### config.mk
export PLATFORM = sky130hd
export DESIGN_NAME = wlf_front
export DESIGN_NICKNAME = d
export VERILOG_FILES = /design/src/sv/wlf_pkg.sv /design/src/sv/wlf_front.sv
export SDC_FILE = /design/constraint.sdc
export NUM_CORES = 1
export LEC_CHECK = 0
export ABC_AREA = 1
export BUFFER_PORTS_ARGS = -buffer_cell sky130_fd_sc_hd__buf_2
export CAP_MARGIN = 0
export CORE_UTILIZATION = 47
export DETAILED_ROUTE_END_ITERATION = 16
export GPL_TIMING_DRIVEN = 0
export PLACE_DENSITY = 0.77
export SYNTH_ARGS = -nofsm -noshare
export SYNTH_HDL_FRONTEND = slang
export SYNTH_SLANG_ARGS = --single-unit
### constraint.sdc
create_clock -name clk -period 4.1 [get_ports clk]
set_input_delay 0.41 -clock clk [delete_from_list [all_inputs] [get_ports clk]]
set_output_delay 0.41 -clock clk [all_outputs]
set_load 0.05 [all_outputs]
### src/sv/wlf_pkg.sv
// Package for the weighted line fit block: widths, item and config types,
// back-end state encoding and register indexes.
// No dependencies.
`default_nettype none

package wlf_pkg;

  // Field and accumulator widths
  localparam int XW    = 16;
  localparam int WW    = 16;
  localparam int NW    = 24;
  localparam int SXW   = 40;
  localparam int SXXW  = 56;
  localparam int WXW   = 33;   // w * x product
  localparam int WXXW  = 49;   // w * x * x product
  localparam int QOUTW = 32;

  // Shared sequential multiplier
  localparam int OPW   = 57;   // signed operand
  localparam int MAG   = 56;   // operand magnitude
  localparam int DIG   = 14;   // multiplier digit
  localparam int NDIG  = MAG / DIG;
  localparam int MCW   = $clog2(NDIG);
  localparam int PW    = 112;  // product and numerator width

  // Restoring divider
  localparam int DENW      = 82;
  localparam int QW        = 34;
  localparam int DIV_STEPS = PW;
  localparam int DCW       = $clog2(DIV_STEPS + 1);

  // Item queue between front and back
  localparam int QUEUE_DEPTH = 4;
  localparam int QPW         = $clog2(QUEUE_DEPTH);
  localparam int QCW         = $clog2(QUEUE_DEPTH + 1);

  // Register indexes on the config port
  localparam logic REG_PROFILE_MODE = 1'b0;
  localparam logic REG_X_UPPER      = 1'b1;

  typedef struct packed {
    logic                 profile_mode;
    logic signed [XW-1:0] x_upper_bound;
  } wlf_cfg_t;

  typedef struct packed {
    logic signed [XW-1:0] x;
    logic signed [XW-1:0] y;
    logic [WW-1:0]        w;
    logic                 counted;
    logic                 last;
    logic                 profile;
  } wlf_item_t;

  typedef enum logic [2:0] {
    ST_ACCUM,
    ST_DRAIN,
    ST_MUL_START,
    ST_MUL_WAIT,
    ST_DIV_START,
    ST_DIV_WAIT,
    ST_OUT
  } back_state_t;

endpackage

`default_nettype wire

### src/sv/wlf_front.sv
// Front end: accepts bins, classifies them as counted or not, and queues them.
// Depends on wlf_pkg.
`default_nettype none

module wlf_front (
  input  logic                      clk,
  input  logic                      rst,
  input  wlf_pkg::wlf_cfg_t         cfg,
  input  logic signed [15:0]        x_value,
  input  logic signed [15:0]        y_mean,
  input  logic [15:0]               weight,
  input  logic                      last,
  input  logic                      in_valid,
  output logic                      in_ready,
  output wlf_pkg::wlf_item_t        q_item,
  output logic                      q_valid,
  input  logic                      q_pop
);
  import wlf_pkg::*;

  wlf_item_t        entries [QUEUE_DEPTH];
  wlf_item_t        new_item;
  logic [QPW-1:0]   wr_ptr;
  logic [QPW-1:0]   rd_ptr;
  logic [QCW-1:0]   count;
  logic             push;
  logic             pop;

  // Classify: in profile mode an empty bin takes no part in the run.
  always_comb begin
    new_item.x       = x_value;
    new_item.y       = y_mean;
    new_item.w       = weight;
    new_item.counted = !cfg.profile_mode || (weight != '0);
    new_item.last    = last;
    new_item.profile = cfg.profile_mode;
  end

  assign in_ready = (count != QCW'(QUEUE_DEPTH));
  assign push     = in_valid && in_ready;
  assign q_valid  = (count != '0);
  assign pop      = q_pop && q_valid;
  assign q_item   = entries[rd_ptr];

  // Queue storage.
  always_ff @(posedge clk) begin
    if (push) begin
      entries[wr_ptr] <= new_item;
    end
  end

  // Queue pointers and fill count.
  always_ff @(posedge clk) begin
    if (rst) begin
      wr_ptr <= '0;
      rd_ptr <= '0;
      count  <= '0;
    end else begin
      if (push) begin
        wr_ptr <= wr_ptr + QPW'(1);
      end
      if (pop) begin
        rd_ptr <= rd_ptr + QPW'(1);
      end
      if (push && !pop) begin
        count <= count + QCW'(1);
      end else if (pop && !push) begin
        count <= count - QCW'(1);
      end
    end
  end

endmodule

`default_nettype wire

==> results.txt <==
Routability-driven placement finished with a final weighted congestion of around 0.74. The share of the core filled with cells is 0.589. The count of maximum capacitance violations is 0. The average vias per placed instance is 5.50. By area the synthesized netlist is led by sky130_fd_sc_hd__edfxtp_1 75%, sky130_fd_sc_hd__nor2_1 5.7%, sky130_fd_sc_hd__o22ai_1 3.9%.

Of all cell types, the one taking the most synthesized area is sky130_fd_sc_hd__edfxtp_1. Setup repair after global routing left no endpoint under its margin. The remaining number of nets flagged by the antenna check after routing is 0. The number of port buffers is roughly 110. The number of optimization iterations in the first detailed-route pass came out at 4. The final number of hold-violating endpoints is 0. The latest clock arrival within the worst-skew pair is between 0.4 and 0.5 ns. The detailed-route wire length per cell came out at 19.4 um. The floorplan core area came out at about 17000 um^2. The count of routing violations after the opening detailed-route iteration came out at 447.

In the final timing run, aggregate negative setup slack is 0 ns. The buffer levels on the longest clock path came out at 3. The number of flops mapped to enable cells by yosys is between 200 and 250. The final standard cell count with taps included and fillers excluded came out at 947. The die footprint is between 15000 and 20000 um^2. The cell area after layout came out at between 9000 and 10000 um^2. The register bit count reported by yosys came out at between 200 and 250. TritonCTS built the clock tree. The total global routing track utilization came out at 0.207.

The area share of the largest cell type after synthesis came out at 0.754. The number of cells in the design after placement is around 910. Synthesis produced ~570 cells. The worst clock skew is between 0.01 and 0.015 ns. The H-tree depth reported by CTS came out at 1. The total power of the final layout came out at approximately 7 mW. The initialized floorplan defines 47 standard-cell rows. Once placement finished, the instance area stood at 9120 um^2. The largest net degree at the start of global routing is 30. The startpoint type of the worst setup path is a flip-flop.

The number of nets produced by synthesis came out at 650. The width of the die came out at about 130 um. Summed over all layers, the routed wires come to approximately 18 mm. Dividing the final minimum period by the clock period gives 0.625. The largest voltage drop on the vdd net came out at 0.000602 V. For this run the aggregate overflow at the end of global routing stands at 0. The total setup buffers inserted after CTS is 0. CTS placed an instance of sky130_fd_sc_hd__clkbuf_16 at the clock tree root.

The clock-pin slew reported for the worst setup and hold paths after clock tree synthesis came out at ~0.060 ns. In this run the power density over the cells is between 700 and 800 nW/um^2. In the post-route analysis, the smallest setup slack over all paths is 1.54 ns. The largest fanout of any net on the critical path is 10.

The post-synth design cell area is slightly above 8000 um^2. The number of ports placed on the die boundary came out at 123. The vertical die dimension came out at ~130 um. The total via count after detailed routing is 5208.

The number of remaining DRC errors is 0. Counting every sink on the clock net gives about 210. The final critical delay including setup and external delays came out at about 2.6 ns. The fraction of layout instances using a drive strength above 1 is 0.249.

The HPWL reported at the end of detailed placement is between 10 and 15 mm. The clock buffer count from CTS is 22. The number of warnings reported in the yosys synthesis log is 0. The worst setup path is captured at an output pin.

The synthesized area per cell came out at between 10 and 15 um^2. The post-synthesis cell type count came out at 22. The part of the Yosys area used for sequential elements came out at 0.776. The cell with the most instances after synthesis is sky130_fd_sc_hd__edfxtp_1. The count of instances resized after the clock tree is built came out at 0. The count of endpoints failing setup in the final report is 0. The final number of max-transition violations came out at 0. The worst setup path is of the flip-flop to output pin kind.

For this run, the leading register cell type out of synthesis is sky130_fd_sc_hd__edfxtp_1. The static power due to leakage came out at 3.55 nW. For the pin with the worst max-slew slack, the measured transition is 0.831 ns. The required time reported for the critical path endpoint came out at between 3 and 4 ns.

The number of antenna violations at the first check in global routing came out at 1. The arrival time of data at the critical path endpoint is 2.15 ns. The worst hold slack across all endpoints is ~0.12 ns. The relative slew slack is 0.444. The post-place setup slack is between 1.5 and 2 ns. Derived from the worst setup path, the maximum achievable clock frequency is just under 0.4 GHz. The first global-routing pass estimated about 28 mm of wire.

The initial cell density of the core came out at 0.485. The number of antenna repair diodes is 0. In this run, post-CTS hold repair placed 0 buffers.

The type of the tightest min-delay check is primary input to flip-flop. The commonest cells after synthesis are 204 x sky130_fd_sc_hd__edfxtp_1, 123 x sky130_fd_sc_hd__nor2_1, 60 x sky130_fd_sc_hd__o21ai_1, 51 x sky130_fd_sc_hd__o22ai_1, 43 x sky130_fd_sc_hd__o21ai_0. The area added between synthesis and finish came out at 21.5%.

The via count of the first global-routing pass came out at about 5400. For this run, asynchronously set or reset flops after synthesis account for 0. The run finished with clean final reports.

The number of nets at the end of the flow came out at 787.
-- worst paths after layout --
check             start        endpoint  slack, ns  depth (start not counted)
max reg2reg    count[0]        count[1]       1.79                          9
min          x_value[2]  entries[1][37]       0.12                          1
min reg2reg   rd_ptr[0]       rd_ptr[0]       0.50                          2
max           flip-flop      q_item[35]       1.54                          5
-- state kept, by name, indices dropped and copies added, names as in the netlist, named ones only --
signal	flops
count	3
rd_ptr	2
entries	204
wr_ptr	2
-- worst max-delay path, cell delays in order (launching register included) --
cell,delay (ns)
sky130_fd_sc_hd__dfxtp_1,0.41
sky130_fd_sc_hd__inv_2,0.17
sky130_fd_sc_hd__clkbuf_1,0.41
sky130_fd_sc_hd__o21ai_0,0.19
sky130_fd_sc_hd__o22ai_1,0.17
sky130_fd_sc_hd__buf_2,0.29
-- logic make-up (layout without fill, tap and decap cells) --
logic type                 after synthesis  in the layout  share of synthesized area
xor gates and xnor gates                 1              1                    0.00108
buffers and inverters                   48            201                     0.0379
DFF                                    213            213                      0.776
adders and majority gates                6              6                     0.0102
and+or+nand+nor                        149            149                     0.0706
AOI/OAI and AO/OA                      157            157                      0.105
-- cell usage in the layout, fill, tap and decap left out, drive strengths merged, types with 2 or more instances in the layout --
cell,Yosys,final
inv,16,16
a21oi,3,3
ha,5,5
edfxtp,204,204
nand3,5,5
clkinv,0,9
nand2,18,18
nor2,123,123
clkbuf,7,32
o21ai,103,103
clkinvlp,0,2
buf,25,138
o22ai,51,51
dfxtp,9,9
bufinv,0,4
-- report_power, final --
group	internal (mW)	switching (mW)
registers	2.64	0.0733
logic	0.582	1.81
clock network	1.27	0.780
total	4.50	2.66
-- final cells by class --
class                      instances  area [um^2]
sequential                       213         6310
clock inverter                    15          176
clock buffer                      25          583
fill                            1304         6880
inverter                          16         60.1
tap                              220          275
timing repair buffer             113          686
multi-input combinational        313         1550
buffer                            32          248
-- metal layers --
| metal | up-vias | GRT usage | share of wire |
|---|---|---|---|
| met5 | - | 0 | 0 |
| met4 | 0 | 0.0644 | 0.022 |
| met2 | 203 | 0.349 | 0.50 |
| met3 | 32 | 0.0518 | 0.077 |
| li1 | 2403 | - | - |
| met1 | 2570 | 0.263 | 0.40 |
No activity file was read; power rests on OpenSTA's default activity.
